--- config.mk ---
export PLATFORM = sky130hd
export DESIGN_NAME = sha512_round
export DESIGN_NICKNAME = d
export VERILOG_FILES = /design/src/rtl/sha512_pkg.sv /design/src/rtl/sha512_round.sv
export SDC_FILE = /design/constraint.sdc
export NUM_CORES = 1
export LEC_CHECK = 0
export BUFFER_PORTS_ARGS = -buffer_cell sky130_fd_sc_hd__buf_2
export CAP_MARGIN = 25
export CORE_AREA = 2 2 552 554
export DETAILED_ROUTE_END_ITERATION = 10
export DIE_AREA = 0 0 554 556
export MAX_ROUTING_LAYER = met4
export PLACE_DENSITY = 0.3
export SYNTH_ARGS = -nofsm -noshare
export SYNTH_HDL_FRONTEND = slang
export SYNTH_SLANG_ARGS = --single-unit
--- constraint.sdc ---
create_clock -name vclk -period 15.35
set_clock_uncertainty 0.1 [all_clocks]
set_input_delay 3.07 -clock vclk [all_inputs]
set_output_delay 3.07 -clock vclk [all_outputs]
set_load 0.1 [all_outputs]
--- src/rtl/sha512_pkg.sv ---
// SHA-512 package: round constants, initial hash, sigma functions, sequencer states.
// No dependencies.
`default_nettype none
package sha512_pkg;

  localparam int unsigned WordW = 64;
  localparam int unsigned Rounds = 80;

  typedef logic [WordW-1:0] word_t;

  typedef enum logic [2:0] {
    StIdle,
    StRound,
    StFold,
    StPad,
    StOut
  } sha_state_e;

  localparam word_t PadWord = 64'h8000000000000000;

  function automatic word_t init_hash(input logic [2:0] idx);
    word_t r;
    unique case (idx)
      3'd0: r = 64'h6A09E667F3BCC908;
      3'd1: r = 64'hBB67AE8584CAA73B;
      3'd2: r = 64'h3C6EF372FE94F82B;
      3'd3: r = 64'hA54FF53A5F1D36F1;
      3'd4: r = 64'h510E527FADE682D1;
      3'd5: r = 64'h9B05688C2B3E6C1F;
      3'd6: r = 64'h1F83D9ABFB41BD6B;
      default: r = 64'h5BE0CD19137E2179;
    endcase
    return r;
  endfunction

  localparam word_t RoundK [Rounds] = '{
    64'h428A2F98D728AE22, 64'h7137449123EF65CD, 64'hB5C0FBCFEC4D3B2F,
    64'hE9B5DBA58189DBBC, 64'h3956C25BF348B538, 64'h59F111F1B605D019,
    64'h923F82A4AF194F9B, 64'hAB1C5ED5DA6D8118, 64'hD807AA98A3030242,
    64'h12835B0145706FBE, 64'h243185BE4EE4B28C, 64'h550C7DC3D5FFB4E2,
    64'h72BE5D74F27B896F, 64'h80DEB1FE3B1696B1, 64'h9BDC06A725C71235,
    64'hC19BF174CF692694, 64'hE49B69C19EF14AD2, 64'hEFBE4786384F25E3,
    64'h0FC19DC68B8CD5B5, 64'h240CA1CC77AC9C65, 64'h2DE92C6F592B0275,
    64'h4A7484AA6EA6E483, 64'h5CB0A9DCBD41FBD4, 64'h76F988DA831153B5,
    64'h983E5152EE66DFAB, 64'hA831C66D2DB43210, 64'hB00327C898FB213F,
    64'hBF597FC7BEEF0EE4, 64'hC6E00BF33DA88FC2, 64'hD5A79147930AA725,
    64'h06CA6351E003826F, 64'h142929670A0E6E70, 64'h27B70A8546D22FFC,
    64'h2E1B21385C26C926, 64'h4D2C6DFC5AC42AED, 64'h53380D139D95B3DF,
    64'h650A73548BAF63DE, 64'h766A0ABB3C77B2A8, 64'h81C2C92E47EDAEE6,
    64'h92722C851482353B, 64'hA2BFE8A14CF10364, 64'hA81A664BBC423001,
    64'hC24B8B70D0F89791, 64'hC76C51A30654BE30, 64'hD192E819D6EF5218,
    64'hD69906245565A910, 64'hF40E35855771202A, 64'h106AA07032BBD1B8,
    64'h19A4C116B8D2D0C8, 64'h1E376C085141AB53, 64'h2748774CDF8EEB99,
    64'h34B0BCB5E19B48A8, 64'h391C0CB3C5C95A63, 64'h4ED8AA4AE3418ACB,
    64'h5B9CCA4F7763E373, 64'h682E6FF3D6B2B8A3, 64'h748F82EE5DEFB2FC,
    64'h78A5636F43172F60, 64'h84C87814A1F0AB72, 64'h8CC702081A6439EC,
    64'h90BEFFFA23631E28, 64'hA4506CEBDE82BDE9, 64'hBEF9A3F7B2C67915,
    64'hC67178F2E372532B, 64'hCA273ECEEA26619C, 64'hD186B8C721C0C207,
    64'hEADA7DD6CDE0EB1E, 64'hF57D4F7FEE6ED178, 64'h06F067AA72176FBA,
    64'h0A637DC5A2C898A6, 64'h113F9804BEF90DAE, 64'h1B710B35131C471B,
    64'h28DB77F523047D84, 64'h32CAAB7B40C72493, 64'h3C9EBE0A15C9BEBC,
    64'h431D67C49C100D4C, 64'h4CC5D4BECB3E42B6, 64'h597F299CFC657E2A,
    64'h5FCB6FAB3AD6FAEC, 64'h6C44198C4A475817
  };

  function automatic word_t rotr(input word_t x, input int unsigned n);
    return (x >> n) | (x << (WordW - n));
  endfunction

  function automatic word_t big_sig0(input word_t x);
    return rotr(x, 28) ^ rotr(x, 34) ^ rotr(x, 39);
  endfunction
  function automatic word_t big_sig1(input word_t x);
    return rotr(x, 14) ^ rotr(x, 18) ^ rotr(x, 41);
  endfunction
  function automatic word_t sml_sig0(input word_t x);
    return rotr(x, 1) ^ rotr(x, 8) ^ (x >> 7);
  endfunction
  function automatic word_t sml_sig1(input word_t x);
    return rotr(x, 19) ^ rotr(x, 61) ^ (x >> 6);
  endfunction

endpackage
`default_nettype wire

--- src/rtl/sha512_round.sv ---
// One SHA-512 round plus the schedule expansion for that round (the shared unit).
// Depends on sha512_pkg.
`default_nettype none
module sha512_round (
  input  wire sha512_pkg::word_t vars_i [8],
  input  wire sha512_pkg::word_t w2_i,
  input  wire sha512_pkg::word_t w7_i,
  input  wire sha512_pkg::word_t w15_i,
  input  wire sha512_pkg::word_t w16_i,
  input  wire logic              expand_i,
  input  wire sha512_pkg::word_t k_i,
  output sha512_pkg::word_t      w_o,
  output sha512_pkg::word_t      vars_o [8]
);
  import sha512_pkg::*;

  word_t w, t1, t2, ch, maj;

  // schedule word: loaded word for the first 16 rounds, expanded afterwards
  assign w   = expand_i ? (sml_sig1(w2_i) + w7_i + sml_sig0(w15_i) + w16_i) : w16_i;
  assign ch  = (vars_i[4] & vars_i[5]) ^ (~vars_i[4] & vars_i[6]);
  assign maj = (vars_i[0] & vars_i[1]) ^ (vars_i[0] & vars_i[2]) ^ (vars_i[1] & vars_i[2]);
  assign t1  = vars_i[7] + big_sig1(vars_i[4]) + ch + k_i + w;
  assign t2  = big_sig0(vars_i[0]) + maj;
  assign w_o = w;

  always_comb begin
    vars_o[0] = t1 + t2;
    vars_o[1] = vars_i[0];
    vars_o[2] = vars_i[1];
    vars_o[3] = vars_i[2];
    vars_o[4] = vars_i[3] + t1;
    vars_o[5] = vars_i[4];
    vars_o[6] = vars_i[5];
    vars_o[7] = vars_i[6];
  end
endmodule
`default_nettype wire

=== Word level (Yosys, flattened, before mapping) ===
Cells that the tools add are included.

* Add/subtract/negate cells: 10
* Bitwise logic cells: 27
* Multiplexer cells: 1

{| class="wikitable"
|+ Operators by type and width
! operator !! count
|-
| 64-bit adder || 10
|-
| 64-bit bitwise XOR || 9
|-
| 64-bit AND || 5
|-
| 64-bit two-way mux || 1
|-
| 64-bit inverter || 1
|-
| 23-bit by 64-bit bitwise OR with 64-bit output || 1
|-
| 25-bit by 64-bit bitwise OR with 64-bit output || 1
|-
| 3-bit by 64-bit bitwise OR with 64-bit output || 1
|-
| 30-bit by 64-bit bitwise OR with 64-bit output || 1
|-
| 36-bit by 64-bit bitwise OR with 64-bit output || 1
|-
| 45-bit by 64-bit bitwise OR with 64-bit output || 1
|-
| 46-bit by 64-bit bitwise OR with 64-bit output || 1
|-
| 50-bit by 64-bit bitwise OR with 64-bit output || 1
|-
| 56-bit by 64-bit bitwise OR with 64-bit output || 1
|-
| 63-bit by 64-bit bitwise OR with 64-bit output || 1
|-
| 64-bit by 57-bit bitwise XOR with 64-bit output || 1
|-
| 64-bit by 58-bit bitwise XOR with 64-bit output || 1
|}

* Output and inout port bits: 576
* Bits in registers: 0
* Word-level logic and storage cells: 38

=== Longest topological paths before layout ===
Gate-level depths: netlist (run 1).

* Depth after elaboration: 9
* Gate-level depth with buffers: 51
* Mapped depth without buffers: 49

=== Worst setup path before layout (run 1) ===
OpenSTA, ideal clock, no wires.

* Path kind: input port to output port
* Start: input port w2_i[20]
* End: output port vars_o[492] (netlist name)
* Data arrival time: 15.784 ns
* Setup slack: -3.604 ns
* Required time: 12.180 ns
* Path buffers: 0
* Stages on the path: 46
* Path through: xor2_1 xnor2_1 fa_1 inv_1 fa_1 ha_1 inv_1 fa_1 nor2b_1 o31a_4 o21a_1 nor2_1 xnor2_1 nand2_1 o21ai_0 fa_1 fa_1 inv_1 (+10 left out) o41ai_4 a311oi_2 xnor2_1 inv_1 fa_1 inv_1 ha_1 a21o_1 a21o_1 a21oi_1 nand2_1 a2111o_1 nor3_1 nor2_1 a21oi_1 nor2b_1 o21a_1 o311ai_1

{| class="wikitable"
|+ RTL lines
! what !! RTL line !! text
|-
| start, declared || sha512_round.sv:6 || <nowiki>input wire sha512_pkg::word_t w2_i,</nowiki>
|-
| end, declared || sha512_round.sv:13 || <nowiki>output sha512_pkg::word_t vars_o [8]</nowiki>
|}

==> results of run 1 <==
[critical path, delay by kind of cell]
kind	cells	cell delay (ns)
AOI/OAI and AO/OA	18	3.26
xor gates and xnor gates	5	0.94
adders and majority gates	9	4.02
buffers and inverters	13	1.73
and+or+nand+nor	8	1.44
[through the flow]
stage,instance area [um^2],std cells,setup slack (ns),util [%],hold WS (ns)
3_5_place_dp,56600,10554,-4.00,18.7,6.42
5_1_grt,60100,10696,-2.75,19.9,6.43
2_1_floorplan,36000,4331,-1.12,-,6.25
3_3_place_gp,56600,10550,-4.50,18.7,6.42
4_1_cts,59300,10620,-2.41,19.6,6.42
6_report,60100,10707,-2.34,19.9,6.42
[path summary, 6_finish.rpt]
check	slack, ns	start	end	cells after the start
setup / recovery	-2.34	w2_i[63]	vars_o[504]	53
hold / removal	6.42	vars_i[95]	vars_o[31]	2
[logic make-up (layout without fill, tap and decap cells)]
| family | Yosys count | count (layout) | synth area share (%) |
|---|---|---|---|
| xor+xnor | 741 | 741 | 19.0 |
| compound gates | 986 | 986 | 19.4 |
| buf+inv | 1266 | 3594 | 18.1 |
| other cells | 0 | 70 | 0 |
| mux | 111 | 111 | 3.52 |
| simple gates | 589 | 589 | 8.47 |
| fa+ha+maj | 638 | 638 | 31.6 |
[cells in the mapped netlist (18+ instances only)]
cell type | count | share of area [%]
mux2_2 | 72 | 2.4
nor3_1 | 39 | 0.57
a21boi_0 | 18 | 0.39
nand4_1 | 58 | 1.1
mux2i_1 | 38 | 1.1
xnor2_1 | 490 | 13
ha_1 | 252 | 9.2
a21o_1 | 238 | 5.2
nand2_1 | 168 | 1.8
inv_1 | 785 | 8.6
o21a_1 | 31 | 0.68
o21ai_0 | 181 | 2.6
buf_4 | 384 | 8.4
o211ai_1 | 21 | 0.46
a21oi_1 | 241 | 3.5
nor2b_1 | 28 | 0.51
a31oi_1 | 30 | 0.55
nand3_1 | 42 | 0.61
fa_1 | 379 | 22
nand2b_1 | 23 | 0.42
a211oi_1 | 28 | 0.61
o21bai_1 | 49 | 1.1
nor2_1 | 129 | 1.4
xor2_1 | 250 | 6.4
clkbuf_1 | 75 | 0.82
and3_1 | 37 | 0.68
[layer usage]
metal / routed length, um / track usage, %
met1: 130000 / 23.3
met2: 176000 / 40.4
met3: 20400 / 4.99
met4: 14300 / 6.58
met5: 0 / -
[final cells by class]
type / instances / share of cell area (%)
antenna: 70 / 0.291
multi-input combinational: 3065 / 53.7
tap: 3978 / 8.28
inverter: 786 / 4.91
timing repair buffer: 2808 / 32.8
[repair_timing]
| item | 4_1_cts | 5_1_grt |
|---|---|---|
| cloned | 0 | 0 |
| buffers inserted | 78 | 20 |
| gates resized for setup | 446 | 103 |
| pin swaps | 207 | 88 |
| endpoints found under the hold margin | 0 | 0 |
| endpoints found under the setup margin | 106 | 104 |
==> metrics.yaml, run 1 <==
status: "finished, violations left"
violations: "setup timing"
post-route-period-util_pct: 115
syn-num-nets: 5795
setup_viol: 95
final_common_cell: "buf_4"
fin_setup_tns_ns: -113.19
timing.slew.headroom_pct: 19.6
drc: 0
yosysWarningCount: 0
coreArea_um2: 302000
endpoint_kind: "output port"
dr.first_iter.drc_count: 1724
port_buffers: 1409
grt_pass1_vias: 42524
ioPinCount: 1409
place.gp.congestion: 0.934
worst_slew_pin_slew_ns: 1.19
critPathLaunchType: "input port"
critPathKind: "in2out"
vias: 39429
track_usage_pct: 22.0
rsz0062_at_grt: "yes"
worst_slack_ns: -2.34
post-route-min-period_ns: 17.69
start_util_pct: 11.3
cts_hold_buf: 0
grt_pass1_wl_um: 430000
drt_wl_total_um: 340000
grt_max_degree: 32
drive_above_1_share_pct: 51.6
drtAntennaViolNets: 0
crit_path_top_delay_cell: "fa_1"
die_area_um2: 308000
fillerInstances: 34040
grt_antenna_before_repair: 164
cp_max_fo: 4
syn_area_per_cell_um2: 7.91
nNetsFinal: 8125
rows: 202
n_clock_buffer: 0
drv_slew: 0
seq_cell_count: 0
viasPerCell: 3.68
required_ns: 12.18
first_pass_iters: 5
syn_area_um2: 34300
crit_top_cell: "fa_1"
wl_per_cell_um: 31.8
dp_hpwl_um: 321000
fmax_mhz: 56.5
die_h_um: 556
arrival_ns: 14.52
syn_inst: 4331
area_delta_synth_final_pct: 75.5
drv_cap: 0
overflow: 0
regArea_um2: 0
die_x_um: 554
multiInputGateArea_um2: 32300
ys_types: 92
worstHoldPathType: "in2out"
max_stage_delay_ns: 0.58
seq_area_frac_synth_pct: 0
layout_common_cells: "buf_4, buf_2, inv_1, xnor2_1, fa_1"
hold_violations: 0
Power of run 1 is left out: the tool's default activity adds up to more than one toggle a clock period on the data nets, which glitch-free logic cannot reach.
==> run 2, diff against run 1 <==
- GPL_TIMING_DRIVEN: not set -> 0
==> run 2 against run 1 <==
  * The flow still finishes with violations (setup timing)
  * Sequential share of layout area stayed put
  * Core utilization is 1.3 points lower
  * Hold slack better by 0.0041 ns
  * Cell count is 6.5% lower
  * Die area stayed put
  * First-iteration DRC count is 12% lower
  * Non-clock buffer count is 676 lower
  * Cell area is 6.3% lower
  * Global-route usage is 0.64 points lower
  * Via count is 5.9% lower
  * Routed wire length is 2.5% lower
  * Clock-buffer cell count stayed put
  * Largest cell class unchanged
  * Highest routed layer unchanged
==> metrics.yaml, run 2 (synthesized netlist as in run 1, its figures left out) <==
n_clock_buffer: 0
first_pass_iters: 5
drv_slew: 0
coreArea_um2: 302000
fmax_mhz: 56.9
timing.slew.headroom_pct: 17.8
cp_max_fo: 3
grt_antenna_before_repair: 132
place.gp.congestion: 0.957
cts_hold_buf: 0
dp_hpwl_um: 310000
arrival_ns: 14.42
rows: 202
seq_cell_count: 0
rsz0062_at_grt: "yes"
start_util_pct: 11.3
setup_viol: 96
post-route-min-period_ns: 17.59
regArea_um2: 0
critPathLaunchType: "input port"
viasPerCell: 3.71
grt_pass1_vias: 39593
status: "finished, violations left"
grt_pass1_wl_um: 416000
drt_wl_total_um: 332000
dr.first_iter.drc_count: 1522
worst_slew_pin_slew_ns: 1.22
placed_cell_area_um2: 48400
overflow: 0
finalInstanceArea_um2: 56300
final_common_cell: "buf_2"
grt_max_degree: 11
endpoint_kind: "output port"
drive_above_1_share_pct: 48.8
hold_violations: 0
worst_slack_ns: -2.24
required_ns: 12.18
fillerInstances: 34270
critPathKind: "in2out"
drc: 0
port_buffers: 1406
drv_cap: 0
crit_path_top_delay_cell: "fa_2"
nNetsFinal: 7449
wl_per_cell_um: 33.2
track_usage_pct: 21.4
violations: "setup timing"
post-route-period-util_pct: 115
die_area_um2: 308000
max_stage_delay_ns: 0.56
multiInputGateArea_um2: 34200
ioPinCount: 1409
layout_common_cells: "buf_2, inv_1, buf_4, xnor2_1, fa_1"
worstHoldPathType: "in2out"
die_x_um: 554
drtAntennaViolNets: 0
area_delta_synth_final_pct: 64.4
die_h_um: 556
vias: 37119
## run 2: layout make-up
cell class | count | share of cell area [%]
antenna | 48 | 0.213
buffer | 444 | 5.71
inverter | 786 | 5.25
multi-input combinational | 3065 | 60.7
tap | 3978 | 8.84
timing repair buffer | 1688 | 19.3
## run 2: path summary, 6_finish.rpt
check / start / endpoint / slack [ns] / depth (start not counted)
worst max-delay path: w2_i[20] / vars_o[505] / -2.24 / 52
worst min-delay path: vars_i[247] / vars_o[183] / 6.43 / 2
## run 2: per-stage QoR
step                      setup TNS, ns  util, %  worst slack (ns)  std cells  hold WS [ns]
after floorplan                  -25.96        -             -1.12       4331          6.25
after global placement          -442.68     15.9             -6.40       9715          6.43
after detailed placement        -360.43     16.0             -5.33       9749          6.43
after CTS                       -134.38     17.9             -2.49       9878          6.43
after global routing            -147.24     18.6             -2.57       9997          6.43
final                           -116.42     18.6             -2.24      10009          6.43
## run 2: what timing repair did
action | in CTS | in global routing
buffers inserted | 163 | 102
resized for setup | 956 | 318
pin swaps | 214 | 215
endpoints found under the setup margin | 106 | 105
## run 2: metal layers
layer / GRT usage, % / vias to the layer above / part of all wire [%]
met2: 39.5 / 1412 / 52
li1: - / 17094 / -
met3: 4.67 / 279 / 6.0
met1: 22.9 / 18334 / 38
met4: 5.40 / 0 / 3.7
met5: - / - / 0
## run 2: critical path, delay by kind of cell
family,cells,cell delay [ns]
xor+xnor,5,1.03
compound gates,19,4.29
fa+ha+maj,10,3.89
buf+inv,13,1.35
simple gates,5,0.74
==> run 3, diff against run 2 <==
- CELL_PAD_IN_SITES_DETAIL_PLACEMENT: not set -> 0
- CELL_PAD_IN_SITES_GLOBAL_PLACEMENT: not set -> 1
- PLACE_DENSITY: 0.3 -> 0.37
==> run 3 against run 2 <==
  * First-iteration DRC count rose by 14%
  * Global-route usage fell by 0.35 points
  * Largest cell class unchanged
  * Fmax fell by 0.12%
  * The run still ends with setup timing left
==> metrics.yaml, run 3 (synthesized netlist as in run 1, its figures left out) <==
endpoint_kind: "output port"
dr.first_iter.drc_count: 1736
rows: 202
regArea_um2: 0
wl_per_cell_um: 32.6
grt_antenna_before_repair: 105
worstHoldPathType: "in2out"
die_area_um2: 308000
die_x_um: 554
fillerInstances: 34242
die_h_um: 556
worst_slack_ns: -2.26
grt_pass1_wl_um: 410000
viasPerCell: 3.71
area_delta_synth_final_pct: 63.7
fin_setup_tns_ns: -112.25
fmax_mhz: 56.8
crit_family: "compound AO/OA/AOI/OAI gates"
first_pass_iters: 5
setup_viol: 92
cp_num_buf_inv: 12
multiInputGateArea_um2: 34000
rsz0062_at_grt: "yes"
final_common_cell: "buf_2"
grt_max_degree: 11
dp_hpwl_um: 306000
crit_path_top_delay_cell: "fa_1"
track_usage_pct: 21.0
critPathKind: "in2out"
drive_above_1_share_pct: 48.3
timing.slew.headroom_pct: 17.6
port_buffers: 1406
start_util_pct: 11.3
layout_common_cells: "buf_2, inv_1, buf_4, xnor2_1, fa_1"
max_stage_delay_ns: 0.55
arrival_ns: 14.44
holdPathStages: 2
post-route-min-period_ns: 17.61
drtAntennaViolNets: 0
post-route-period-util_pct: 115
grt_pass1_vias: 39772
holdCritStartpoint: "vars_i[255]"
overflow: 0
place.gp.congestion: 0.983
hold_violations: 0
critPathLaunchType: "input port"
violations: "setup timing"
coreArea_um2: 302000
hold_end: "vars_o[191]"
required_ns: 12.18
nNetsFinal: 7445
crit_top_cell: "fa_1"
critPathLaunch: "w2_i[20]"
drt_wl_total_um: 326000
vias: 37067
status: "finished, violations left"
drv_cap: 0
cp.depth: 50
ioPinCount: 1409
worst_slew_pin_slew_ns: 1.23
drv_slew: 0
n_clock_buffer: 0
cp_max_fo: 4
seq_cell_count: 0
drc: 0
[run 3: cell types whose count changed in the layout (fill, tap and decap cells not counted), sizes merged]
cell,delta
buf,-8
clkbuf,+4
diode,-3
[run 3: cell type report]
type               count  area share [%]
multi-input cells   3065            60.7
repair buffers      1684            19.3
well taps           3978            8.87
plain buffers        444            5.71
inverters            786            5.27
diodes                45           0.201
[run 3: how the worst max path moves through the flow]
stage | slack (ns) | to
after floorplan | -1.12 | vars_o[492]
after global placement | -6.03 | vars_o[510]
after detailed placement | -5.28 | vars_o[510]
after CTS | -2.49 | vars_o[492]
after global routing | -2.67 | vars_o[511]
final | -2.26 | vars_o[505]
[run 3: timing repair]
item,in CTS,in global routing
gates resized for setup,1006,236
buffers inserted,196,57
setup endpoints to repair,107,107
hold buffers,0,0
pin swaps,264,188
endpoints found under the hold margin,0,0
[run 3: per-stage QoR]
| step | std cells | area, um^2 | util, % | hold WS (ns) | worst slack, ns |
|---|---|---|---|---|---|
| 6_report | 10002 | 56100 | 18.6 | 6.42 | -2.26 |
| 5_1_grt | 9986 | 56100 | 18.6 | 6.43 | -2.67 |
| 4_1_cts | 9908 | 54500 | 18.1 | 6.43 | -2.49 |
| 3_5_place_dp | 9746 | 48400 | 16.0 | 6.43 | -5.28 |
| 3_3_place_gp | 9715 | 48100 | 15.9 | 6.43 | -6.03 |
| 2_1_floorplan | 4331 | 36000 | - | 6.25 | -1.12 |
[run 3: per-layer routing]
metal | part of all wire [%] | track usage, % | wire length (um) | vias up
li1 | - | - | - | 17078
met1 | 38 | 22.4 | 124000 | 18356
met2 | 53 | 39.7 | 174000 | 1350
met3 | 5.3 | 3.66 | 17200 | 283
met4 | 3.6 | 5.14 | 11800 | 0
met5 | 0 | - | 0 | -
